$ cat src/hw/rtl/cdt_pkg.sv
// Package for the countdown timer with overtime display.
// Holds the transfer structs, function and format codes and the sizes
// shared by the control, formatting and top-level modules.
package cdt_pkg;

  // field widths
  localparam int FUNC_W    = 3;
  localparam int SETV_W    = 13;
  localparam int STEP_W    = 12;
  localparam int REM_W     = 20;
  localparam int EXT_W     = REM_W + 1;
  localparam int MAG_W     = 19;
  localparam int HOURS_W   = 7;
  localparam int MINUTES_W = 7;
  localparam int SECS_W    = 6;
  localparam int FMT_W     = 2;
  localparam int CFG_IDX_W = 2;
  localparam int CFG_DAT_W = 13;

  // function codes
  localparam logic [FUNC_W-1:0] FUNC_TICK  = 3'd0;
  localparam logic [FUNC_W-1:0] FUNC_PLUS  = 3'd1;
  localparam logic [FUNC_W-1:0] FUNC_MINUS = 3'd2;
  localparam logic [FUNC_W-1:0] FUNC_START = 3'd3;
  localparam logic [FUNC_W-1:0] FUNC_HOLD  = 3'd4;
  localparam logic [FUNC_W-1:0] FUNC_SET   = 3'd5;

  // display format codes
  localparam logic [FMT_W-1:0] FMT_MSS  = 2'd0;
  localparam logic [FMT_W-1:0] FMT_PMSS = 2'd1;
  localparam logic [FMT_W-1:0] FMT_PMM  = 2'd2;
  localparam logic [FMT_W-1:0] FMT_PHMS = 2'd3;

  // configuration register indexes
  localparam logic [CFG_IDX_W-1:0] CFG_STEP = 2'd0;
  localparam logic [CFG_IDX_W-1:0] CFG_MAX  = 2'd1;

  // reset values and limits
  localparam logic [STEP_W-1:0] STEP_RESET  = 12'd30;
  localparam logic [SETV_W-1:0] SET_CEILING = 13'd5999;

  typedef struct packed {
    logic [FUNC_W-1:0] func;
    logic [SETV_W-1:0] set_value;
  } in_item_t;

  typedef struct packed {
    logic                 accepted;
    logic                 running;
    logic                 alarm;
    logic [FMT_W-1:0]     format;
    logic [HOURS_W-1:0]   hours;
    logic [MINUTES_W-1:0] minutes;
    logic [SECS_W-1:0]    seconds_shown;
    logic                 thin_font;
  } out_item_t;

  // status flags that ride along with the count through the display pipeline
  typedef struct packed {
    logic             accepted;
    logic             running;
    logic             alarm;
    logic [FMT_W-1:0] format;
    logic             thin;
  } cdt_flags_t;

  // first stage payload: flags and magnitude of the count
  typedef struct packed {
    cdt_flags_t       flags;
    logic [MAG_W-1:0] mag;
  } cdt_stage1_t;

endpackage

$ cat src/hw/rtl/cdt_ctrl.sv
// Timer control: configuration registers, count state and first stage.
// Updates the count on each accepted item and registers flags and magnitude.
// Depends on cdt_pkg.
module cdt_ctrl
  import cdt_pkg::*;
(
  input  logic                 clk,
  input  logic                 rst_n,
  input  logic                 in_valid,
  output logic                 in_ready,
  input  in_item_t             in_data,
  input  logic                 cfg_valid,
  output logic                 cfg_ready,
  input  logic [CFG_IDX_W-1:0] cfg_index,
  input  logic [CFG_DAT_W-1:0] cfg_data,
  output logic                 s1_valid,
  input  logic                 s1_ready,
  output cdt_stage1_t          s1_data
);

  localparam logic signed [EXT_W-1:0] OVT_FLOOR  = -21'sd359999;
  localparam logic signed [EXT_W-1:0] THIN_LIMIT = -21'sd600;
  localparam logic signed [EXT_W-1:0] EXT_ZERO   = 21'sd0;
  localparam logic [MAG_W-1:0]        MAG_HOUR   = 19'd3600;
  localparam logic [MAG_W-1:0]        MAG_TENMIN = 19'd600;

  logic [STEP_W-1:0]  step_r;
  logic [SETV_W-1:0]  max_r;
  logic [REM_W-1:0]   rem_r;
  logic               run_r;
  logic               thin_r;
  logic               s1_valid_r;
  cdt_stage1_t        s1_data_r;

  logic                    in_fire;
  logic [SETV_W-1:0]       cap;
  logic signed [EXT_W-1:0] rem_ext;
  logic signed [EXT_W-1:0] cap_ext;
  logic signed [EXT_W-1:0] step_ext;
  logic signed [EXT_W-1:0] setv_ext;
  logic signed [EXT_W-1:0] sum;
  logic signed [EXT_W-1:0] diff;
  logic signed [EXT_W-1:0] rem_nxt;
  logic signed [EXT_W-1:0] neg_rem;
  logic                    run_nxt;
  logic                    thin_nxt;
  logic                    acc;
  logic                    alarm;
  logic                    rem_nz;
  logic [MAG_W-1:0]        mag;
  logic [FMT_W-1:0]        fmt;

  assign cfg_ready = 1'b1;
  assign in_ready  = !s1_valid_r || s1_ready;
  assign in_fire   = in_valid && in_ready;
  assign s1_valid  = s1_valid_r;
  assign s1_data   = s1_data_r;

  // operands widened to one spare bit
  assign cap      = (max_r < SET_CEILING) ? max_r : SET_CEILING;
  assign rem_ext  = {rem_r[REM_W-1], rem_r};
  assign cap_ext  = {{(EXT_W-SETV_W){1'b0}}, cap};
  assign step_ext = {{(EXT_W-STEP_W){1'b0}}, step_r};
  assign setv_ext = {{(EXT_W-SETV_W){1'b0}}, in_data.set_value};
  assign sum      = rem_ext + step_ext;
  assign diff     = rem_ext - step_ext;
  assign rem_nz   = (rem_r != '0);

  // next count and control state
  always_comb begin
    rem_nxt = rem_ext;
    run_nxt = run_r;
    acc     = 1'b0;
    alarm   = 1'b0;
    thin_nxt = thin_r;
    case (in_data.func)
      FUNC_TICK: begin
        if (run_r) begin
          if (rem_ext > OVT_FLOOR) rem_nxt = rem_ext - 21'sd1;
          alarm = (rem_nxt == EXT_ZERO);
        end
      end
      FUNC_PLUS: begin
        if (!run_r) rem_nxt = (sum > cap_ext) ? cap_ext : sum;
      end
      FUNC_MINUS: begin
        if (!run_r) rem_nxt = (diff < EXT_ZERO) ? EXT_ZERO : diff;
      end
      FUNC_START: begin
        if (rem_nz) begin
          run_nxt = !run_r;
          acc     = 1'b1;
        end
      end
      FUNC_HOLD: begin
        if (run_r || rem_nz) begin
          rem_nxt  = EXT_ZERO;
          run_nxt  = 1'b0;
          thin_nxt = 1'b0;
          acc      = 1'b1;
        end
      end
      FUNC_SET: begin
        rem_nxt = (setv_ext > cap_ext) ? cap_ext : setv_ext;
      end
      default: begin
        rem_nxt = rem_ext;
      end
    endcase
    if (rem_nxt <= THIN_LIMIT) thin_nxt = 1'b1;
  end

  // magnitude and format of the new count
  assign neg_rem = -rem_nxt;
  assign mag     = rem_nxt[EXT_W-1] ? neg_rem[MAG_W-1:0] : rem_nxt[MAG_W-1:0];

  always_comb begin
    if (!rem_nxt[EXT_W-1]) begin
      fmt = FMT_MSS;
    end else if (mag >= MAG_HOUR) begin
      fmt = FMT_PHMS;
    end else if (mag >= MAG_TENMIN) begin
      fmt = FMT_PMM;
    end else begin
      fmt = FMT_PMSS;
    end
  end

  // control state and configuration
  always_ff @(posedge clk) begin
    if (!rst_n) begin
      step_r     <= STEP_RESET;
      max_r      <= SET_CEILING;
      rem_r      <= '0;
      run_r      <= 1'b0;
      thin_r     <= 1'b0;
      s1_valid_r <= 1'b0;
    end else begin
      if (cfg_valid && cfg_ready) begin
        if (cfg_index == CFG_STEP) step_r <= cfg_data[STEP_W-1:0];
        if (cfg_index == CFG_MAX)  max_r  <= cfg_data[SETV_W-1:0];
      end
      if (in_fire) begin
        rem_r  <= rem_nxt[REM_W-1:0];
        run_r  <= run_nxt;
        thin_r <= thin_nxt;
      end
      if (in_ready) s1_valid_r <= in_valid;
    end
  end

  // stage payload
  always_ff @(posedge clk) begin
    if (in_fire) begin
      s1_data_r.flags.accepted <= acc;
      s1_data_r.flags.running  <= run_nxt;
      s1_data_r.flags.alarm    <= alarm;
      s1_data_r.flags.format   <= fmt;
      s1_data_r.flags.thin     <= thin_nxt;
      s1_data_r.mag            <= mag;
    end
  end

endmodule

$ cat src/hw/rtl/cdt_fmt.sv
// Display formatting pipeline: splits the count magnitude into hours,
// minutes and seconds by reciprocal multiplies with one correction step each.
// Depends on cdt_pkg; the last stage is the result register.
module cdt_fmt
  import cdt_pkg::*;
(
  input  logic        clk,
  input  logic        rst_n,
  input  logic        s1_valid,
  output logic        s1_ready,
  input  cdt_stage1_t s1_data,
  output logic        out_valid,
  input  logic        out_ready,
  output out_item_t   out_data
);

  localparam int VAL_W = 13;
  // floor(2^18 / 225) and floor(2^16 / 60), both underestimate by under one
  localparam logic [10:0]      HOUR_RECIP = 11'd1165;
  localparam logic [10:0]      MIN_RECIP  = 11'd1092;
  localparam logic [MAG_W-1:0] HOUR_SECS  = 19'd3600;
  localparam logic [VAL_W-1:0] MIN_SECS   = 13'd60;

  logic v2_r, v3_r, v4_r, v5_r;
  logic rdy2, rdy3, rdy4, rdy5;

  // stage 2: hours estimate
  cdt_flags_t         f2_r;
  logic [MAG_W-1:0]   mag2_r;
  logic [HOURS_W-1:0] hq2_r;
  // stage 3: hours corrected, remainder selected
  cdt_flags_t         f3_r;
  logic [HOURS_W-1:0] hrs3_r;
  logic [VAL_W-1:0]   val3_r;
  // stage 4: minutes estimate
  cdt_flags_t           f4_r;
  logic [HOURS_W-1:0]   hrs4_r;
  logic [VAL_W-1:0]     val4_r;
  logic [MINUTES_W-1:0] mq4_r;
  // stage 5: result register
  out_item_t            out_r;

  logic [25:0]          hprod;
  logic [MAG_W-1:0]     hsub;
  logic [MAG_W-1:0]     hrem;
  logic [HOURS_W-1:0]   hq_fix;
  logic [MAG_W-1:0]     hrem_fix;
  logic [23:0]          mprod;
  logic [VAL_W-1:0]     msub;
  logic [VAL_W-1:0]     mrem;
  logic [MINUTES_W-1:0] mq_fix;
  logic [VAL_W-1:0]     mrem_fix;

  // ready chain, a stage loads when empty or draining
  assign rdy5     = !v5_r || out_ready;
  assign rdy4     = !v4_r || rdy5;
  assign rdy3     = !v3_r || rdy4;
  assign rdy2     = !v2_r || rdy3;
  assign s1_ready = rdy2;
  assign out_valid = v5_r;
  assign out_data  = out_r;

  // hours = (mag / 16) / 225 via reciprocal
  assign hprod = {11'd0, s1_data.mag[MAG_W-1:4]} * {15'd0, HOUR_RECIP};

  // hours correction
  assign hsub     = {12'd0, hq2_r} * HOUR_SECS;
  assign hrem     = mag2_r - hsub;
  assign hq_fix   = (hrem >= HOUR_SECS) ? hq2_r + 7'd1 : hq2_r;
  assign hrem_fix = (hrem >= HOUR_SECS) ? hrem - HOUR_SECS : hrem;

  // minutes estimate
  assign mprod = {11'd0, val3_r} * {13'd0, MIN_RECIP};

  // minutes correction
  assign msub     = {6'd0, mq4_r} * MIN_SECS;
  assign mrem     = val4_r - msub;
  assign mq_fix   = (mrem >= MIN_SECS) ? mq4_r + 7'd1 : mq4_r;
  assign mrem_fix = (mrem >= MIN_SECS) ? mrem - MIN_SECS : mrem;

  // stage valid bits
  always_ff @(posedge clk) begin
    if (!rst_n) begin
      v2_r <= 1'b0;
      v3_r <= 1'b0;
      v4_r <= 1'b0;
      v5_r <= 1'b0;
    end else begin
      if (rdy2) v2_r <= s1_valid;
      if (rdy3) v3_r <= v2_r;
      if (rdy4) v4_r <= v3_r;
      if (rdy5) v5_r <= v4_r;
    end
  end

  // stage payloads
  always_ff @(posedge clk) begin
    if (rdy2 && s1_valid) begin
      f2_r   <= s1_data.flags;
      mag2_r <= s1_data.mag;
      hq2_r  <= hprod[24:18];
    end
    if (rdy3 && v2_r) begin
      f3_r <= f2_r;
      if (f2_r.format == FMT_PHMS) begin
        hrs3_r <= hq_fix;
        val3_r <= hrem_fix[VAL_W-1:0];
      end else begin
        hrs3_r <= '0;
        val3_r <= mag2_r[VAL_W-1:0];
      end
    end
    if (rdy4 && v3_r) begin
      f4_r   <= f3_r;
      hrs4_r <= hrs3_r;
      val4_r <= val3_r;
      mq4_r  <= mprod[22:16];
    end
    if (rdy5 && v4_r) begin
      out_r.accepted      <= f4_r.accepted;
      out_r.running       <= f4_r.running;
      out_r.alarm         <= f4_r.alarm;
      out_r.format        <= f4_r.format;
      out_r.hours         <= hrs4_r;
      out_r.minutes       <= mq_fix;
      out_r.seconds_shown <= mrem_fix[SECS_W-1:0];
      out_r.thin_font     <= f4_r.thin;
    end
  end

endmodule

$ cat src/hw/rtl/countdown_timer_with_overtime.sv
// Countdown timer with overtime display, top level.
// Input items carry a function code (tick, plus, minus, start/pause, hold,
// set time) and a set value; each accepted item gives exactly one result.
// A result carries the accepted and running flags, the alarm pulse, the
// display format, hours, minutes, seconds and the thin-font flag.
// The configuration port (cfg_index 0 step seconds, 1 maximum set time) is
// always ready; it is to be written only while no item is in flight, which
// the block itself does not enforce. The count is updated when an item is
// accepted and registered with its flags in the first stage; two reciprocal
// multiplies with a correction each then split it into display groups.
// Throughput: one item per cycle while out_ready is high; every pipeline stage holds one item.
// Stall: when out_ready is low the result register holds, stages behind it
// keep filling until full, then in_ready drops.
// Reset: the count, running and thin-font state clear, step becomes 30 and
// the maximum set time 5999, and the pipeline empties.
// Depends on cdt_pkg, cdt_ctrl and cdt_fmt.
module countdown_timer_with_overtime
  import cdt_pkg::*;
(
  input  logic                 clk,
  input  logic                 rst_n,
  input  logic                 in_valid,
  output logic                 in_ready,
  input  in_item_t             in_data,
  output logic                 out_valid,
  input  logic                 out_ready,
  output out_item_t            out_data,
  input  logic                 cfg_valid,
  output logic                 cfg_ready,
  input  logic [CFG_IDX_W-1:0] cfg_index,
  input  logic [CFG_DAT_W-1:0] cfg_data
);

  logic        s1_valid;
  logic        s1_ready;
  cdt_stage1_t s1_data;

  // count state and first stage
  cdt_ctrl u_ctrl (
    .clk       (clk),
    .rst_n     (rst_n),
    .in_valid  (in_valid),
    .in_ready  (in_ready),
    .in_data   (in_data),
    .cfg_valid (cfg_valid),
    .cfg_ready (cfg_ready),
    .cfg_index (cfg_index),
    .cfg_data  (cfg_data),
    .s1_valid  (s1_valid),
    .s1_ready  (s1_ready),
    .s1_data   (s1_data)
  );

  // display formatting and result register
  cdt_fmt u_fmt (
    .clk       (clk),
    .rst_n     (rst_n),
    .s1_valid  (s1_valid),
    .s1_ready  (s1_ready),
    .s1_data   (s1_data),
    .out_valid (out_valid),
    .out_ready (out_ready),
    .out_data  (out_data)
  );

endmodule

$ cat config.mk
export PLATFORM = sky130hd
export DESIGN_NAME = countdown_timer_with_overtime
export DESIGN_NICKNAME = d
export VERILOG_FILES = /design/src/hw/rtl/cdt_pkg.sv /design/src/hw/rtl/cdt_ctrl.sv /design/src/hw/rtl/cdt_fmt.sv /design/src/hw/rtl/countdown_timer_with_overtime.sv
export SDC_FILE = /design/constraint.sdc
export NUM_CORES = 1
export LEC_CHECK = 0
export BUFFER_PORTS_ARGS = -buffer_cell sky130_fd_sc_hd__buf_4
export CORE_MARGIN = 8
export CORE_UTILIZATION = 54
export CTS_BUF_LIST = sky130_fd_sc_hd__clkbuf_4 sky130_fd_sc_hd__clkbuf_8
export CTS_CLUSTER_SIZE = 12
export DETAILED_ROUTE_END_ITERATION = 8
export GPL_ROUTABILITY_DRIVEN = 1
export HOLD_SLACK_MARGIN = 0.12
export MAX_ROUTING_LAYER = met4
export PLACE_DENSITY = 0.71
export SKIP_CTS_REPAIR_TIMING = 1
export SYNTH_ARGS = -nofsm -noshare
export SYNTH_HDL_FRONTEND = slang
export SYNTH_SLANG_ARGS = --single-unit
$ cat constraint.sdc
create_clock -name clk -period 6.3 [get_ports clk]
set_input_delay 1.26 -clock clk [delete_from_list [all_inputs] [get_ports clk]]
set_output_delay 1.26 -clock clk [all_outputs]
set_load 0.02 [all_outputs]
==> summary.md <==
| Metric | Value |
|---|---|
| Pin count of the biggest net entering global routing | 55 |
| Non-Filler Instances | 2425 |
| Worst Hold Launch | u_fmt.f3_r[0]$_DFFE_PP_ |
| Clk slew on worst S/H paths | 0.11 ns |
| Post-synth top area cell | edfxtp_1 |
| Max-cap violations | 0 |
| RSZ-0062 raised after global routing | false |
| Share of the synthesized area in the top cell type | 24.2% |
| Peak VDD IR | 0.000243 V |
| Leakage power total | 0.00862 uW |
| Worst Setup Start Kind | flip-flop |
| Worst min path class | reg2reg |
| Fin nets | 2331 |
| Synthesis-to-layout area growth | 9.93% |
| Crit Reg-Reg Endpoint | u_ctrl.s1_data[20]$_SDFFCE_PP0P_ |
| Cell Area, Synth | 0.0176 mm2 |
| Met1 global-route usage | 36.1% |
| Detailed Routing Iterations Pass 1 | 6 |
| Yosys warnings | 0 |
| Total die area | 0.0387 mm2 |
| Core ar. | 0.0324 mm2 |
| Hold path cells | 0 |
| Grt total ovfl | 0 |
| Worst Setup End Kind | flip-flop |
| Number of diodes | 0 |
| #FFs+latches synth | 194 |
| EDFF count, synth | 142 |
| CTS tree | yes |
| GR peak layer | met2 |
| Most common cell after layout, fill and taps aside | ha_1 |
| TritonCTS Buffers | 17 |
| Min Tclk post-route | 5.87 ns |
| Fmax achieved | 170 MHz |
| Fin. max-slew vios | 0 |
| Gate Count Post-Synth | 1885 |
| Drc violations | 0 |
| Synth cell types | 97 |
| Largest cells by area after synthesis | edfxtp_1 24%, ha_1 19%, dfxtp_1 5.9% |
| Async SR Flop Fraction | 0% |
| Fraction of final layout cells sized beyond drive strength 1 | 11.3% |
| Ys flop type | edfxtp_1 |
| GRT Total Usage | 27.9% |
| Die W | 197 um |
| Wire length per cell | 21.6 um |
| Crit Path Max Fanout | 10 |
| Multi-input gate area | 0.0114 mm2 |
| Relative slew slack | 28.1% |
| Register area share after synthesis | 30.1% |
| Outcome | completed |
| FP Rows | 66 |
| Placed insts | 2389 |
| WHS | 0.417 ns |
| R2R Setup Slk | 0.43 ns |
| Initial drt markers | 1043 |
| Worst Tran Pin Value | 1.08 ns |
| Worst EP arrival | 6.23 ns |
| Bufs on Longest Clock Path | 2 |
| GR Util met2 | 43.8% |
| Fillers | 2829 |
| Hold EP | u_fmt.f4_r[0]$_DFFE_PP_ |
| Register area | 0.00531 mm2 |
| Post-DP HPWL | 42300 um |
| Starting Density | 54.5% |
| R2R depth | 25 |
| Setup TNS | 0 ns |
| IO buf count | 63 |
| Mapped Avg Cell Area | 9.36 um2 |
| Pwr/cell area | 292 mW/mm2 |
| First-pass GRT wire length | 80900 um |
| Vias post-DR | 14.8k |
| Synthesized net count | 2246 |
| Slowest CP cell | or4_1 |
| Crit Path Class | reg2reg |
| Worst-Skew Late Latency | 0.51 ns |
| WL final | 52400 um |
| CP Buf/Inv Count | 3 |
| CP required | 6.66 ns |
| Setup violators final | 0 |
| H-tree depth | 4 |
| Fin crit share | 93.2% |
| Vias per std cell | 6.10 |
| TritonCTS Sinks | 194 |
| Commonest non-fill, non-tap cells in the layout | 272 x ha_1, 169 x inv_1, 152 x nand2_1 |
| Clock tree root buffer cell | clkbuf_8 |
| Vert. Die Dim | 197 um |
| CP max stage delay | 0.53 ns |
| RR Startpoint | u_ctrl.step_r[5]$_SDFFE_PN0P_ |
| CP top delay family | simple AND/OR/NAND/NOR gates |
| Antenna violations before repair | 0 |
| RePlAce Congestion | 1.02 |
| Final ANT Viol Nets | 0 |
| Vias in the first global route | 14.3k |
| Fin Clk Skew | 0.0179 ns |
| Met3 GRT Util | 3.21% |
| IO Pins | 65 |
| Final Hold Fails | 0 |
## cell usage after synthesis (all sizes together), types with 26 or more instances
cell    number
nor2b       26
fa          52
dfxtp       52
xor2        31
a21oi      101
xnor2       82
nand2      153
a21o        27
clkbuf      60
nor2       141
edfxtp     142
nand3       55
ha         273
nor3        42
o21ai       94
inv        171
## layer usage
metal	up-vias	part of all wire [%]	wire length, um
met3	123	6.1	3190
met4	0	4.1	2150
met2	562	46	23900
met5	-	0	0
li1	7010	-	-
met1	7105	44	23200
## cells by family after synthesis
family / synth area share, %
adder cells (fa/ha/maj): 25.3
XOR/XNOR: 5.65
AND/OR/NAND/NOR: 16.0
other: 0.0213
AO/OA/AOI/OAI: 16.3
buffers and inverters: 5.35
multiplexers: 1.35
flip-flops: 30.1
## power breakdown
part	switching (uW)	internal, uW
logic	1800	1420
registers	106	1470
clock network	541	319
## cell type report
type,count,area share (%)
Clock inverter,14,0.884
Timing Repair Buffer,137,5.30
Inverter,172,3.33
Sequential cell,194,27.4
Clock buffer,18,1.28
Multi-Input combinational cell,1448,59.0
Tap cell,442,2.85
## worst max-delay path by stage
stage	startpoint	endpoint	slack [ns]	depth (start not counted)
3_3_place_gp	u_ctrl.step_r[5]$_SDFFE_PN0P_	u_ctrl.s1_data[21]$_SDFFCE_PP0P_	0.46	26
6_report	u_ctrl.step_r[5]$_SDFFE_PN0P_	u_ctrl.s1_data[20]$_SDFFCE_PP0P_	0.43	25
2_1_floorplan	in_data[10]	u_ctrl.s1_data[21]$_SDFFCE_PP0P_	0.78	18
3_5_place_dp	u_ctrl.step_r[5]$_SDFFE_PN0P_	u_ctrl.s1_data[21]$_SDFFCE_PP0P_	0.28	25
5_1_grt	u_ctrl.step_r[5]$_SDFFE_PN0P_	u_ctrl.s1_data[20]$_SDFFCE_PP0P_	0.0006	24
4_1_cts	u_ctrl.step_r[5]$_SDFFE_PN0P_	u_ctrl.s1_data[21]$_SDFFCE_PP0P_	0.26	26
## worst reg2reg max path, delay by kind of cell, from the launching register on
kind | cells | cell delay, ns
AND/OR/NAND/NOR | 9 | 1.95
multiplexers | 1 | 0.17
AO/OA/AOI/OAI | 8 | 1.82
XOR/XNOR | 2 | 0.34
adder cells (fa/ha/maj) | 2 | 0.70
flip-flops | 1 | 0.37
buffers and inverters | 3 | 0.39
## per-stage QoR
step	area, um2	power, uW	utilization, %	setup slack, ns
final	19400	5660	59.9	0.429
after global routing	19400	6170	59.9	0.000639
after CTS	19300	5670	59.7	0.263
after detailed placement	18900	4790	58.4	0.285
after global placement	18900	4720	58.4	0.459
after floorplan	17600	4040	-	0.781
## registers in the layout (all words and copies together) (netlist names), 6 cells and up
signal and cells:
u_fmt.f3_r 6, u_ctrl.s1_data 25, u_fmt.f2_r 6, u_ctrl.max_r 13, u_fmt.val4_r 13, u_ctrl.step_r 12, u_fmt.hq2_r 7, u_fmt.val3_r 13
u_ctrl.rem_r 20, u_fmt.mq4_r 7, u_fmt.hrs4_r 7, u_fmt.f4_r 6, u_fmt.out_data 26, u_fmt.mag2_r 19, u_fmt.hrs3_r 7
No activity file was read; power rests on OpenSTA's default activity.
